[config.mk]
export PLATFORM = sky130hd
export DESIGN_NAME = sorted_priority_queue_top
export DESIGN_NICKNAME = d
export VERILOG_FILES = /design/src/rtl/spq_pkg.sv /design/src/rtl/spq_ctrl.sv /design/src/rtl/spq_dpath.sv /design/src/rtl/sorted_priority_queue_top.sv
export SDC_FILE = /design/constraint.sdc
export NUM_CORES = 1
export LEC_CHECK = 0
export ABC_AREA = 1
export BUFFER_PORTS_ARGS = -buffer_cell sky130_fd_sc_hd__buf_4
export CAP_MARGIN = 20
export CORE_ASPECT_RATIO = 0.75
export CORE_UTILIZATION = 35
export DETAILED_ROUTE_END_ITERATION = 6
export PLACE_DENSITY = 0.51
export SYNTH_ARGS = -nofsm -noshare
export SYNTH_HDL_FRONTEND = slang
export SYNTH_SLANG_ARGS = --single-unit
[constraint.sdc]
create_clock -name clock -period 5.7 [get_ports clock]
set_clock_uncertainty 0.15 [all_clocks]
set_input_delay 1.14 -clock clock [delete_from_list [all_inputs] [get_ports clock]]
set_output_delay 1.14 -clock clock [all_outputs]
set_load 0.05 [all_outputs]
[src/rtl/spq_pkg.sv]
`timescale 1ns / 1ps
// ----------------------------------------------------------------------------
// spq_pkg
// Shared constants, codes and controller/datapath link types for the
// sorted priority queue.
// ----------------------------------------------------------------------------
package spq_pkg;

   // default queue depth
   localparam int DEPTH_DEFAULT = 8;

   // fixed field widths
   localparam int DATA_W   = 32;
   localparam int MODE_W   = 2;
   localparam int STATUS_W = 2;
   localparam int HELD_W   = 4;

   // request modes
   localparam logic [MODE_W-1:0] MODE_INSERT = 2'd0;
   localparam logic [MODE_W-1:0] MODE_REMOVE = 2'd1;
   localparam logic [MODE_W-1:0] MODE_LIST   = 2'd2;
   localparam logic [MODE_W-1:0] MODE_UNUSED = 2'd3;

   // response status codes
   localparam logic [STATUS_W-1:0] STATUS_OK        = 2'd0;
   localparam logic [STATUS_W-1:0] STATUS_OVERFLOW  = 2'd1;
   localparam logic [STATUS_W-1:0] STATUS_UNDERFLOW = 2'd2;
   localparam logic [STATUS_W-1:0] STATUS_EMPTY     = 2'd3;

   // datapath operations on the cell row
   localparam int OP_W = 2;
   localparam logic [OP_W-1:0] OP_NONE   = 2'd0;
   localparam logic [OP_W-1:0] OP_INSERT = 2'd1;
   localparam logic [OP_W-1:0] OP_REMOVE = 2'd2;
   localparam logic [OP_W-1:0] OP_ROTATE = 2'd3;

   // controller to datapath commands
   typedef struct packed {
      logic [OP_W-1:0]     op;
      logic                list_start;
      logic                load_rsp;
      logic [STATUS_W-1:0] rsp_status;
      logic                rsp_last;
      logic                sel_head;
   } cmd_type;

   // datapath to controller status
   typedef struct packed {
      logic empty;
      logic full;
      logic list_last;
   } stat_type;

endpackage

[src/rtl/spq_ctrl.sv]
`timescale 1ns / 1ps
// ----------------------------------------------------------------------------
// spq_ctrl
// Controller: request decode, list sequencing and response valid handshake.
// ----------------------------------------------------------------------------
module spq_ctrl (
   input  logic                        clock,
   input  logic                        reset,
   input  logic                        req_valid,
   output logic                        req_stall,
   input  logic [spq_pkg::MODE_W-1:0]  req_mode,
   output logic                        rsp_valid,
   input  logic                        rsp_stall,
   output spq_pkg::cmd_type            cmd,
   input  spq_pkg::stat_type           stat
);
   import spq_pkg::*;

   localparam logic ST_IDLE = 1'b0;
   localparam logic ST_LIST = 1'b1;

   logic state_ff, state_in;
   logic rsp_valid_ff, rsp_valid_in;
   logic out_free;
   logic req_take;

   // output register may be loaded when empty or drained this cycle
   assign out_free  = !rsp_valid_ff || !rsp_stall;
   assign req_stall = (state_ff == ST_LIST) || !out_free;
   assign req_take  = req_valid && !req_stall;
   assign rsp_valid = rsp_valid_ff;

   // command decode
   always_comb begin
      state_in       = state_ff;
      cmd.op         = OP_NONE;
      cmd.list_start = 1'b0;
      cmd.load_rsp   = 1'b0;
      cmd.rsp_status = STATUS_OK;
      cmd.rsp_last   = 1'b1;
      cmd.sel_head   = 1'b0;
      unique case (state_ff)
         ST_IDLE: begin
            if (req_take) begin
               unique case (req_mode)
                  MODE_INSERT: begin
                     cmd.load_rsp = 1'b1;
                     if (stat.full) begin
                        cmd.rsp_status = STATUS_OVERFLOW;
                     end else begin
                        cmd.op = OP_INSERT;
                     end
                  end
                  MODE_REMOVE: begin
                     cmd.load_rsp = 1'b1;
                     if (stat.empty) begin
                        cmd.rsp_status = STATUS_UNDERFLOW;
                     end else begin
                        cmd.op       = OP_REMOVE;
                        cmd.sel_head = 1'b1;
                     end
                  end
                  MODE_LIST: begin
                     if (stat.empty) begin
                        cmd.load_rsp   = 1'b1;
                        cmd.rsp_status = STATUS_EMPTY;
                     end else begin
                        cmd.list_start = 1'b1;
                        state_in       = ST_LIST;
                     end
                  end
                  MODE_UNUSED: begin
                     // dropped without a response
                  end
                  default: begin
                  end
               endcase
            end
         end
         ST_LIST: begin
            // emit the head and rotate it to the tail of the held entries
            if (out_free) begin
               cmd.op       = OP_ROTATE;
               cmd.load_rsp = 1'b1;
               cmd.sel_head = 1'b1;
               cmd.rsp_last = stat.list_last;
               if (stat.list_last) begin
                  state_in = ST_IDLE;
               end
            end
         end
         default: begin
            state_in = ST_IDLE;
         end
      endcase
   end

   // response valid
   always_comb begin
      if (cmd.load_rsp) begin
         rsp_valid_in = 1'b1;
      end else if (rsp_stall) begin
         rsp_valid_in = rsp_valid_ff;
      end else begin
         rsp_valid_in = 1'b0;
      end
   end

   always_ff @(posedge clock) begin
      if (reset) begin
         state_ff     <= ST_IDLE;
         rsp_valid_ff <= 1'b0;
      end else begin
         state_ff     <= state_in;
         rsp_valid_ff <= rsp_valid_in;
      end
   end

endmodule

[src/rtl/spq_dpath.sv]
`timescale 1ns / 1ps
// ----------------------------------------------------------------------------
// spq_dpath
// Datapath: row of sorted cells with compare-and-shift insert, shift remove,
// rotate for listing, occupancy and list counters, response payload register.
// ----------------------------------------------------------------------------
module spq_dpath #(
   parameter int DEPTH = spq_pkg::DEPTH_DEFAULT
) (
   input  logic                                clock,
   input  logic                                reset,
   input  spq_pkg::cmd_type                    cmd,
   output spq_pkg::stat_type                   stat,
   input  logic signed [spq_pkg::DATA_W-1:0]   req_value,
   output logic [spq_pkg::STATUS_W-1:0]        rsp_status,
   output logic signed [spq_pkg::DATA_W-1:0]   rsp_result_value,
   output logic                                rsp_last,
   output logic [spq_pkg::HELD_W-1:0]          rsp_held
);
   import spq_pkg::*;

   localparam int OCC_W = $clog2(DEPTH + 1);

   logic signed [DATA_W-1:0] entries_ff [DEPTH];
   logic signed [DATA_W-1:0] entries_in [DEPTH];
   logic [DEPTH-1:0]         gt;
   logic [OCC_W-1:0]         occ_ff, occ_in;
   logic [OCC_W-1:0]         cnt_ff, cnt_in;
   logic [OCC_W+HELD_W-1:0]  held_ext;

   logic [STATUS_W-1:0]      status_ff;
   logic signed [DATA_W-1:0] value_ff;
   logic                     last_ff;
   logic [HELD_W-1:0]        held_ff;

   // per-cell compare against the incoming value
   always_comb begin
      for (int i = 0; i < DEPTH; i++) begin
         gt[i] = (OCC_W'(i) < occ_ff) && (entries_ff[i] > req_value);
      end
   end

   // per-cell next value
   always_comb begin
      for (int i = 0; i < DEPTH; i++) begin
         entries_in[i] = entries_ff[i];
      end
      unique case (cmd.op)
         OP_INSERT: begin
            for (int i = 0; i < DEPTH; i++) begin
               if (i > 0 && gt[(i > 0) ? i - 1 : 0]) begin
                  entries_in[i] = entries_ff[(i > 0) ? i - 1 : 0];
               end else if (gt[i] || OCC_W'(i) == occ_ff) begin
                  entries_in[i] = req_value;
               end
            end
         end
         OP_REMOVE: begin
            for (int i = 0; i < DEPTH - 1; i++) begin
               entries_in[i] = entries_ff[i + 1];
            end
         end
         OP_ROTATE: begin
            for (int i = 0; i < DEPTH; i++) begin
               if (OCC_W'(i + 1) == occ_ff) begin
                  entries_in[i] = entries_ff[0];
               end else if (OCC_W'(i + 1) < occ_ff) begin
                  entries_in[i] = entries_ff[(i < DEPTH - 1) ? i + 1 : i];
               end
            end
         end
         OP_NONE: begin
         end
         default: begin
         end
      endcase
   end

   // occupancy and list counters
   always_comb begin
      occ_in = occ_ff;
      cnt_in = cnt_ff;
      unique case (cmd.op)
         OP_INSERT: occ_in = occ_ff + 1'b1;
         OP_REMOVE: occ_in = occ_ff - 1'b1;
         OP_ROTATE: cnt_in = cnt_ff + 1'b1;
         OP_NONE:   begin
         end
         default:   begin
         end
      endcase
      if (cmd.list_start) begin
         cnt_in = '0;
      end
   end

   assign stat.empty     = (occ_ff == '0);
   assign stat.full      = (occ_ff == OCC_W'(DEPTH));
   assign stat.list_last = (OCC_W'(cnt_ff + 1'b1) == occ_ff);

   // held count is the low bits of the new occupancy
   assign held_ext = {{HELD_W{1'b0}}, occ_in};

   always_ff @(posedge clock) begin
      if (reset) begin
         occ_ff <= '0;
         cnt_ff <= '0;
      end else begin
         occ_ff <= occ_in;
         cnt_ff <= cnt_in;
      end
   end

   // cell row and response payload
   always_ff @(posedge clock) begin
      for (int i = 0; i < DEPTH; i++) begin
         entries_ff[i] <= entries_in[i];
      end
      if (cmd.load_rsp) begin
         status_ff <= cmd.rsp_status;
         value_ff  <= cmd.sel_head ? entries_ff[0] : '0;
         last_ff   <= cmd.rsp_last;
         held_ff   <= held_ext[HELD_W-1:0];
      end
   end

   assign rsp_status       = status_ff;
   assign rsp_result_value = value_ff;
   assign rsp_last         = last_ff;
   assign rsp_held         = held_ff;

endmodule

[src/rtl/sorted_priority_queue_top.sv]
`timescale 1ns / 1ps
// ----------------------------------------------------------------------------
// sorted_priority_queue_top
// Bounded priority queue holding signed values in ascending order.
// ----------------------------------------------------------------------------
//   channel  dir  handshake              payload
//   req_     in   req_valid / req_stall  req_mode, req_value
//   rsp_     out  rsp_valid / rsp_stall  rsp_status, rsp_result_value,
//                                        rsp_last, rsp_held
//
// insert and remove: the cell row compares and shifts in parallel; a new request
// is taken in the cycle the previous response leaves.
// list: once started, one response per cycle for each held entry unless stalled,
// set by the head-to-tail rotation of the cell row; requests stall meanwhile.
// reset is synchronous and empties the queue; no clearing pass is needed.
// a stalled response holds and back-pressures the request side.
// ----------------------------------------------------------------------------
module sorted_priority_queue_top #(
   parameter int DEPTH = spq_pkg::DEPTH_DEFAULT
) (
   input  logic                                clock,
   input  logic                                reset,
   input  logic                                req_valid,
   output logic                                req_stall,
   input  logic [spq_pkg::MODE_W-1:0]          req_mode,
   input  logic signed [spq_pkg::DATA_W-1:0]   req_value,
   output logic                                rsp_valid,
   input  logic                                rsp_stall,
   output logic [spq_pkg::STATUS_W-1:0]        rsp_status,
   output logic signed [spq_pkg::DATA_W-1:0]   rsp_result_value,
   output logic                                rsp_last,
   output logic [spq_pkg::HELD_W-1:0]          rsp_held
);
   import spq_pkg::*;

   cmd_type  cmd;
   stat_type stat;

   // controller
   spq_ctrl u_ctrl (
      .clock     (clock),
      .reset     (reset),
      .req_valid (req_valid),
      .req_stall (req_stall),
      .req_mode  (req_mode),
      .rsp_valid (rsp_valid),
      .rsp_stall (rsp_stall),
      .cmd       (cmd),
      .stat      (stat)
   );

   // datapath
   spq_dpath #(
      .DEPTH (DEPTH)
   ) u_dpath (
      .clock            (clock),
      .reset            (reset),
      .cmd              (cmd),
      .stat             (stat),
      .req_value        (req_value),
      .rsp_status       (rsp_status),
      .rsp_result_value (rsp_result_value),
      .rsp_last         (rsp_last),
      .rsp_held         (rsp_held)
   );

endmodule

Word-level counts from Yosys, hierarchy flattened:

Memory sizes are Yosys's and may differ from the RTL's.
Cells that the tools add are included.

* equal/unequal tests: 16
* muxes and demuxes: 58
* $lt $le $gt $ge: 16
* add/subtract/negate cells: 3
* reductions and logical operators: 28
* bitwise logic cells: 2

Operator list (number)
* $mux 32: 30
* $pmux 224 s3: 1
* $gt 32x32->1: 8
* $pmux 32 s2: 1
* $eq 3x4->1 const A: 4
* $lt 3x4->1 const A: 4
* $mux 1: 14
* $logic_or 1x1->1: 10
* $logic_and 1x1->1: 9
* $pmux 3 s3: 1
* $add 4x1->4 const B: 2
* $eq 2x4->1 const A: 2
* $lt 1x4->1 const A: 2
* $lt 2x4->1 const A: 2
* $pmux 2 s2: 2
* $pmux 4 s2: 1
* $eq 2x2->1 const B: 3
* $mux 2: 3
* $mux 6: 1
* $pmux 1 s2: 3
* $eq 1x4->1 const A: 1
* $eq 2x1->1 const B: 2
* $eq 4x4->1: 1
* $eq 4x4->1 const A: 1
* other kinds (10): 15

* logic and storage cells: 132
* output and inout port bits: 41
* RAM bits: 256
* bits in registers: 49
* memories: 1

Memory list
* u_dpath.entries_ff: words 8, bits a word 32, rd ports 8, clocked after memory_dff 0, write ports 8, RTL line spq_dpath.sv:24 `logic signed [DATA_W-1:0] entries_ff [DEPTH];`

Longest topological paths before layout:

Gate-level depths: netlist (run 1).

* depth after elaboration: 10
* mapped depth: 20
* gate-level depth less buffers: 19

Modules after synthesis:

From an unflattened synthesis (run 1), not the netlist that was laid out.

* cell total of the unflattened synthesis: 3284
* area total of the unflattened synthesis: 25121.6 µm²

Modules (own cells, without submodules)
* spq_dpath: cells an instance 3252, sequential area each 9018.6 µm², area an instance 24907.6 µm², times used 1
* spq_ctrl: cells an instance 32, sequential area each 40.0 µm², area an instance 214.0 µm², times used 1

Least setup slack after synthesis (run 1):

OpenSTA, ideal clock, no wires.

* kind: in2reg
* start point: input port req_value[31] (netlist bit)
* end point: memory u_dpath.entries_ff[0][0] (enable)
* slack: 0.688 ns
* cell stages on the path: 13
* arrival: 4.430 ns
* path buffers: 1
* cells stage by stage: clkinv_1 -> ha_1 -> a21oi_1 -> o21a_1 -> nand2_1 -> a21oi_1 -> nand2_1 -> nand2_1 -> inv_1 -> nor2_2 -> buf_2 -> nor2_1 -> a21oi_1

RTL lines
* from (decl): RTL line sorted_priority_queue_top.sv:26 `input logic signed [spq_pkg::DATA_W-1:0] req_value,`
* to (decl): RTL line spq_dpath.sv:24

==> out/metrics.csv, run 1 <==
metric,value,unit
fillers,7055,
synth.avg_cell_area,7.536,um^2
resized_cells_post_cts,0,
grt_setup_unrepaired,false,
synth_sequential_area_ratio,36.95,%
drive_gt1_share,7.736,%
setup_viol,0,
regToRegStartpoint,u_dpath.occ_ff[3]$_SDFF_PP0_,
commonest_non_fill_non_tap_cells_in_the_layout,"900 x sky130_fd_sc_hd__nand2_1, 361 x sky130_fd_sc_hd__inv_1, 295 x sky130_fd_sc_hd__edfxtp_1",
post-cts-setup-buffer-count,0,
hold_path_startpoint,u_ctrl.state_ff$_SDFF_PP0_,
insertion_delay,0.58,ns
ys_async_sr_fraction,0,%
worstSetupStartpointType,flop,
finalWeightedCongestion,0.9406,
synth_top_family_by_area,simple AND/OR/NAND/NOR gates,
chipWidth,307.6,um
insertedDiodeCount,0,
cts.reportedPaths.clkPinSlew,0.06,ns
cp_data_arrival_time,4.79,ns
final.min_clock_period,4.607,ns
hold_end,u_ctrl.state_ff$_SDFF_PP0_,
reg2reg_to,u_dpath.entries_ff[2][17]$_DFFE_PP_,
antenna_found_initial,0,
pwr_density_cell,257.1,nW/um^2
yosys.area_share.adder,13.53,%
critPathMaxFanout,19,
core_area,68850,um^2
final.period_utilization,80.83,%
synthesized_area_fraction_occupied_by_ao_oa_aoi_and_oai_cells,10.57,%
vias,23628,
final_common_cell,sky130_fd_sc_hd__nand2_1,
worst_hold_path_type,reg -> reg,
register_area,9059,um^2
initial_core_util,35.60,%
maxSlewViolCount,0,
setup_tns,0,ns
post_synth_mux_area_share,0,%
leakagePower,13.21,nW
detail_route.first_pass.iterations,5,
synth.net_count,3556,
status,completed,
synth_seq_cells,305,
wl,90870,um
count_of_hold_buffers_inserted_by_post_cts_repair,0,
synth_edf_count,295,
portbufs,78,
timing.max_cap.violations,0,
synth_xor_area_share,0.2144,%
post_synth_num_cell_types,40,
rows,83,
final_cells,4257,
post_drt_via_cell_ratio,5.550,
ir_worst_vdd,0.1706,mV
design.final.nets,3596,
global_route.usage.total,25.21,%
drt_iter0_drc,2950,
slew_at_the_pin_closest_to_its_max_slew_limit,1.047,ns
max-clock-path-buffers,3,
gr-total-overflow,0,
dieArea,71110,um^2
ff_to_ff_path_depth,13,
dominantRegCellSynth,sky130_fd_sc_hd__edfxtp_1,
required,5.88,ns
remaining_antenna_violation_count_after_routing,0,
slew_headroom,29.99,%
drcViolationCount,0,
grt_max_degree,135,
cts_made_buffers,39,
netlist_area,24510,um^2
area_growth,12.51,%
place.detailed.hpwl,68340,um
final_hold_viol_count,0,
htree_num_levels,2,
detail_route.wl_per_cell,21.35,um
worstSetupEndpointType,flop,
multiInputGateArea,12970,um^2
first_global_vias,22033,
synth-warning-count,0,
yosys.area_share.simple,28.20,%
whs_path_depth,2,
highest_clock_frequency_the_design_can_meet,217.0,MHz
numClockSinks,305,
timing_worst_setup_path_type,reg -> reg,
cts_root_buf,sky130_fd_sc_hd__clkbuf_16,
tritoncts_clock_tree,built,
worst-r2r-setup-slack,1.09,ns
synthCells,3253,
pin_count,79,
dpl.cell_count,4185,
chipHeight,231.2,um
grt_pass1_wl,138000,um
[layout make-up]
type / count / area share, %
clock inverter: 12 / 0.3402
inverter: 501 / 6.818
clock buffer: 58 / 3.947
sequential: 305 / 32.84
timing repair buffer: 167 / 4.782
multi-input combinational: 2279 / 47.03
tap: 935 / 4.242
[cell usage after synthesis, types with 3 or more instances]
cell type / count / area [um^2]
sky130_fd_sc_hd__dfxtp_1: 10 / 200.2
sky130_fd_sc_hd__o211ai_1: 4 / 30.03
sky130_fd_sc_hd__o22ai_1: 128 / 800.8
sky130_fd_sc_hd__xnor2_1: 3 / 26.28
sky130_fd_sc_hd__buf_1: 4 / 15.01
sky130_fd_sc_hd__a22oi_1: 64 / 480.5
sky130_fd_sc_hd__nand3_2: 6 / 60.06
sky130_fd_sc_hd__inv_2: 6 / 22.52
sky130_fd_sc_hd__inv_1: 361 / 1355
sky130_fd_sc_hd__a21oi_1: 140 / 700.7
sky130_fd_sc_hd__o21a_1: 10 / 75.07
sky130_fd_sc_hd__nand4_1: 210 / 1314
sky130_fd_sc_hd__nor4_1: 4 / 25.02
sky130_fd_sc_hd__xor2_1: 3 / 26.28
sky130_fd_sc_hd__nand2_1: 901 / 3382
sky130_fd_sc_hd__nor3_1: 11 / 55.05
sky130_fd_sc_hd__buf_2: 49 / 245.2
sky130_fd_sc_hd__clkinv_1: 134 / 503.0
sky130_fd_sc_hd__a31oi_1: 5 / 31.28
sky130_fd_sc_hd__o21ai_0: 73 / 365.4
sky130_fd_sc_hd__ha_1: 265 / 3316
sky130_fd_sc_hd__nor2_1: 131 / 491.7
sky130_fd_sc_hd__nand3_1: 292 / 1461
sky130_fd_sc_hd__buf_4: 3 / 22.52
sky130_fd_sc_hd__clkbuf_1: 112 / 420.4
sky130_fd_sc_hd__o21ai_1: 10 / 50.05
sky130_fd_sc_hd__nand3b_1: 4 / 30.03
sky130_fd_sc_hd__edfxtp_1: 295 / 8859
[sequential cells by signal, summed over array words and instances, names as in the netlist]
register and count:
u_ctrl.rsp_valid 1, u_dpath.rsp_held 4, u_dpath.rsp_last 1, u_ctrl.state_ff 1, u_dpath.entries_ff 256, u_dpath.occ_ff 4, u_dpath.rsp_status 2, u_dpath.rsp_result_value 32
u_dpath.cnt_ff 4
[per-stage QoR]
stage / setup WS (ns) / utilization (%) / hold WS (ns) / area [um^2] / power, mW
2_1_floorplan: 0.6883 / - / 0.2935 / 24510 / 4.076
3_3_place_gp: 0.6772 / 38.25 / 0.3111 / 26340 / 4.632
3_5_place_dp: 0.6530 / 38.26 / 0.3281 / 26340 / 4.670
4_1_cts: 1.231 / 39.98 / 0.3354 / 27530 / 7.092
5_1_grt: 0.9432 / 40.06 / 0.3589 / 27580 / 7.429
6_report: 1.093 / 40.06 / 0.3369 / 27580 / 7.091
[layer usage]
metal	track usage (%)	up-vias	wire, um
met5	0	-	0
met4	5.628	0	1788
met3	5.230	106	9580
met2	33.12	1195	34440
met1	40.71	11094	45060
li1	-	11233	-
[worst max path at each step]
stage                                 start                             endpoint  slack, ns  cells after the start
2_1_floorplan                 req_value[31]   u_dpath.entries_ff[0][0]$_DFFE_PP_       0.69                     13
3_3_place_gp                  req_value[31]   u_dpath.entries_ff[4][1]$_DFFE_PP_       0.68                     14
3_5_place_dp                  req_value[30]   u_dpath.entries_ff[4][1]$_DFFE_PP_       0.65                     14
4_1_cts                       req_value[30]   u_dpath.entries_ff[4][1]$_DFFE_PP_       1.23                     14
5_1_grt        u_dpath.occ_ff[3]$_SDFF_PP0_  u_dpath.entries_ff[2][21]$_DFFE_PP_       0.94                     13
6_report       u_dpath.occ_ff[3]$_SDFF_PP0_  u_dpath.entries_ff[2][17]$_DFFE_PP_       1.09                     13
[report_power, final]
group          switching [mW]  total, mW  internal (mW)
Clock                    1.06       2.42           1.37
Sequential              0.113       2.84           2.73
Combinational            1.27       1.82          0.552
Total                    2.44       7.09           4.65
[worst max-delay path, cell delays in order (launching register included)]
cell                       delay (ns)
sky130_fd_sc_hd__dfxtp_1         0.77
sky130_fd_sc_hd__inv_1           0.27
sky130_fd_sc_hd__nor3_1          0.66
sky130_fd_sc_hd__nor4_1          0.10
sky130_fd_sc_hd__nor2_1          0.28
sky130_fd_sc_hd__inv_1           0.13
sky130_fd_sc_hd__ha_2            0.30
sky130_fd_sc_hd__nor2_4          0.44
sky130_fd_sc_hd__inv_1           0.28
sky130_fd_sc_hd__o21ai_2         0.35
sky130_fd_sc_hd__buf_4           0.33
sky130_fd_sc_hd__o22ai_1         0.11
sky130_fd_sc_hd__clkinv_1        0.10
sky130_fd_sc_hd__nand2_1         0.06
[cells by family (layout without fill, tap and decap cells)]
logic type / after synthesis / in the layout
adders and majority gates: 265 / 265
and+or+nand+nor: 1568 / 1568
xor gates and xnor gates: 6 / 6
DFF: 305 / 305
AOI/OAI and AO/OA: 440 / 440
buffers and inverters: 669 / 738
Power figures use the tool's default switching activity.
==> run 2: changes to the inputs <==
--- a/config.mk
+++ b/config.mk
@@ -5,7 +5,7 @@
 export SDC_FILE = /design/constraint.sdc
 export NUM_CORES = 1
 export LEC_CHECK = 0
-export ABC_AREA = 1
+export ABC_AREA = 0
 export BUFFER_PORTS_ARGS = -buffer_cell sky130_fd_sc_hd__buf_4
 export CAP_MARGIN = 20
 export CORE_ASPECT_RATIO = 0.75
==> constraint.sdc (replaced) <==
create_clock -name clock -period 4.6 [get_ports clock]
set_clock_uncertainty 0.15 [all_clocks]
set_input_delay 0.92 -clock clock [delete_from_list [all_inputs] [get_ports clock]]
set_output_delay 0.92 -clock clock [all_outputs]
set_load 0.05 [all_outputs]
==> run 2 against run 1 <==
  * Die area decreased by 2.9%
  * Critical path depth decreased by 1
  * Sequential share of layout area increased by 0.29 points
  * Worst setup slack got worse by 0.62 ns
  * Synthesized cell count decreased by 30%
  * Cell count decreased by 23%
  * Largest power group unchanged
  * Wire length decreased by 4.2%
  * Count of clock-buffer cells in the layout decreased by 3
  * Via count decreased by 15%
  * Highest routed layer unchanged
  * Flip-flop and latch count unchanged
  * Worst hold slack improved by 0.050 ns
  * Utilization increased by 0.75 points
==> out/metrics.csv, run 2 <==
metric,value,unit
slew_headroom,38.27,%
initial_core_util,35.54,%
cts.reportedPaths.clkPinSlew,0.06,ns
numClockSinks,305,
worst-path-buf-inv,4,
worst_slack,0.4686,ns
final.min_clock_period,4.131,ns
detail_route.wl_per_cell,26.56,um
htree_num_levels,2,
highest_clock_frequency_the_design_can_meet,242.0,MHz
core_area,67000,um^2
synth-warning-count,0,
rows,82,
synth.avg_cell_area,10.42,um^2
insertion_delay,0.59,ns
status,completed,
global_route.usage.total,24.64,%
worstSetupEndpointType,flop,
first_global_vias,19244,
grt_pass1_wl,128700,um
timing_worst_setup_path_type,in -> reg,
setup_viol,0,
synth.net_count,2588,
post_drt_via_cell_ratio,6.130,
yosysMostFrequentCell,sky130_fd_sc_hd__edfxtp_1,
post-synth-top-area-cell,sky130_fd_sc_hd__edfxtp_1,
finalInstanceArea,27340,um^2
remaining_antenna_violation_count_after_routing,0,
count_of_hold_buffers_inserted_by_post_cts_repair,0,
pin_count,79,
top_cell_family_by_delay_on_the_critical_path,simple AND/OR/NAND/NOR gates,
setup_tns,0,ns
largest_register_ff_count,256,
synthCells,2285,
dominantRegCellSynth,sky130_fd_sc_hd__edfxtp_1,
chipHeight,227.9,um
grt_setup_unrepaired,false,
tritoncts_clock_tree,built,
synth_edf_count,295,
vias,20083,
worst_path_max_delay_cell,sky130_fd_sc_hd__nor4_1,
gr-total-overflow,0,
fillers,6428,
synthTopCellsByCount,"295 x sky130_fd_sc_hd__edfxtp_1, 265 x sky130_fd_sc_hd__ha_1, 197 x sky130_fd_sc_hd__nand2_1",
hold_ws,0.3871,ns
final_hold_viol_count,0,
area_growth,14.85,%
netlist_area,23810,um^2
worst_path_most_repeated_cell,sky130_fd_sc_hd__buf_4,
synth_sequential_area_ratio,38.05,%
final.period_utilization,89.81,%
cp_data_arrival_time,4.28,ns
dpl.cell_count,3199,
placement.setup.worst_slack,-0.04243,ns
maxSlewViolCount,0,
critPathMaxFanout,28,
cp_slowest_stage_delay,0.80,ns
design.final.nets,2662,
post_synth_main_area_contributors,"sky130_fd_sc_hd__edfxtp_1 37%, sky130_fd_sc_hd__ha_1 14%, sky130_fd_sc_hd__mux2_2 8.9%",
yosys.area.top_type_share,37.21,%
chipWidth,303.2,um
detail_route.first_pass.iterations,6,
leakagePower,11.04,nW
post_synth_num_cell_types,67,
final_cells,3276,
worst_hold_path_type,reg -> reg,
commonest_non_fill_non_tap_cells_in_the_layout,"295 x sky130_fd_sc_hd__edfxtp_1, 263 x sky130_fd_sc_hd__ha_1, 195 x sky130_fd_sc_hd__nand2_1",
dieArea,69080,um^2
ys_async_sr_fraction,0,%
portbufs,78,
resized_cells_post_cts,0,
crit_path_cell_trace,"buf_4, inv_1, buf_4, ha_1, nand4_1, nor4_1, a21boi_0, o41ai_1, and3_1, nor3_4, buf_4, o211ai_1",
slew_at_the_pin_closest_to_its_max_slew_limit,0.9181,ns
antenna_found_initial,3,
drt_iter0_drc,2157,
place.detailed.hpwl,60460,um
cts_root_buf,sky130_fd_sc_hd__clkbuf_16,
max_flop_register,u_dpath.entries_ff,
ir_worst_vdd,0.2050,mV
grt_max_degree,102,
worstSetupStartpointType,input port,
drive_gt1_share,19.32,%
cts_made_buffers,40,
timing.max_cap.violations,0,
pwr_density_cell,312.1,nW/um^2
finalWeightedCongestion,0.9246,
wl,87010,um
required,4.75,ns
drcViolationCount,0,
synth_seq_cells,305,
worst-r2r-setup-slack,0.69,ns
final_common_cell,sky130_fd_sc_hd__edfxtp_1,
placed_area,26070,um^2
max-clock-path-buffers,3,
post-cts-setup-buffer-count,0,
## run 2: worst min-delay path: cells and delay by family (launching register included)
| family | cells | cell delay, ns |
|---|---|---|
| flops | 1 | 0.36 |
| xor+xnor | 1 | 0.08 |
| simple gates | 1 | 0.07 |
## run 2: final timing paths
path / from / end / cells past startpoint
setup / recovery: req_value[15] / u_dpath.entries_ff[2][12]$_DFFE_PP_ / 12
hold / removal: u_dpath.cnt_ff[3]$_SDFFE_PP0P_ / u_dpath.cnt_ff[3]$_SDFFE_PP0P_ / 2
setup reg to reg: u_dpath.entries_ff[1][15]$_DFFE_PP_ / u_dpath.entries_ff[2][12]$_DFFE_PP_ / 9
hold reg to reg: u_dpath.cnt_ff[3]$_SDFFE_PP0P_ / u_dpath.cnt_ff[3]$_SDFFE_PP0P_ / 2
## run 2: cell families (layout without fill, tap and decap cells)
kind of cell,Yosys count,count (layout),share of synthesized area [%]
and+or+nand+nor,486,486,10.30
xor gates and xnor gates,10,10,0.3679
other,0,3,0
muxes,349,349,15.77
DFF,305,305,38.05
buffers and inverters,205,311,3.637
AOI/OAI and AO/OA,665,665,17.95
adders and majority gates,265,265,13.93
## run 2: area by class of cell
type | count | area [um^2] | share of cell area [%]
Clock inverter | 19 | 157.7 | 0.5766
Clock buffer | 55 | 1109 | 4.054
Sequential cell | 305 | 9059 | 33.13
Timing Repair Buffer | 179 | 1657 | 6.059
Multi-Input combinational cell | 1775 | 14030 | 51.32
Antenna cell | 3 | 7.507 | 0.02746
Tap cell | 882 | 1104 | 4.036
Inverter | 58 | 217.7 | 0.7962
## run 2: through the flow
stage	util, %	power (mW)
global placement	38.88	5.342
detailed placement	38.91	5.384
CTS	40.80	8.559
global route	40.81	8.866
floorplan	-	4.632
finish	40.81	8.533
## run 2: report_power, final
part	switching (mW)	internal [mW]	total, mW
sequential	0.248	3.33	3.58
combinational	1.10	0.684	1.79
clock	1.36	1.80	3.16
## run 2: layer usage
layer	wire, um	track usage (%)	share of wire (%)	vias up
met4	1785	5.842	2.1	0
met5	0	0	0	-
met3	8242	6.448	9.5	144
met1	41610	37.40	48	9933
met2	35370	34.18	41	871
li1	-	-	-	9135
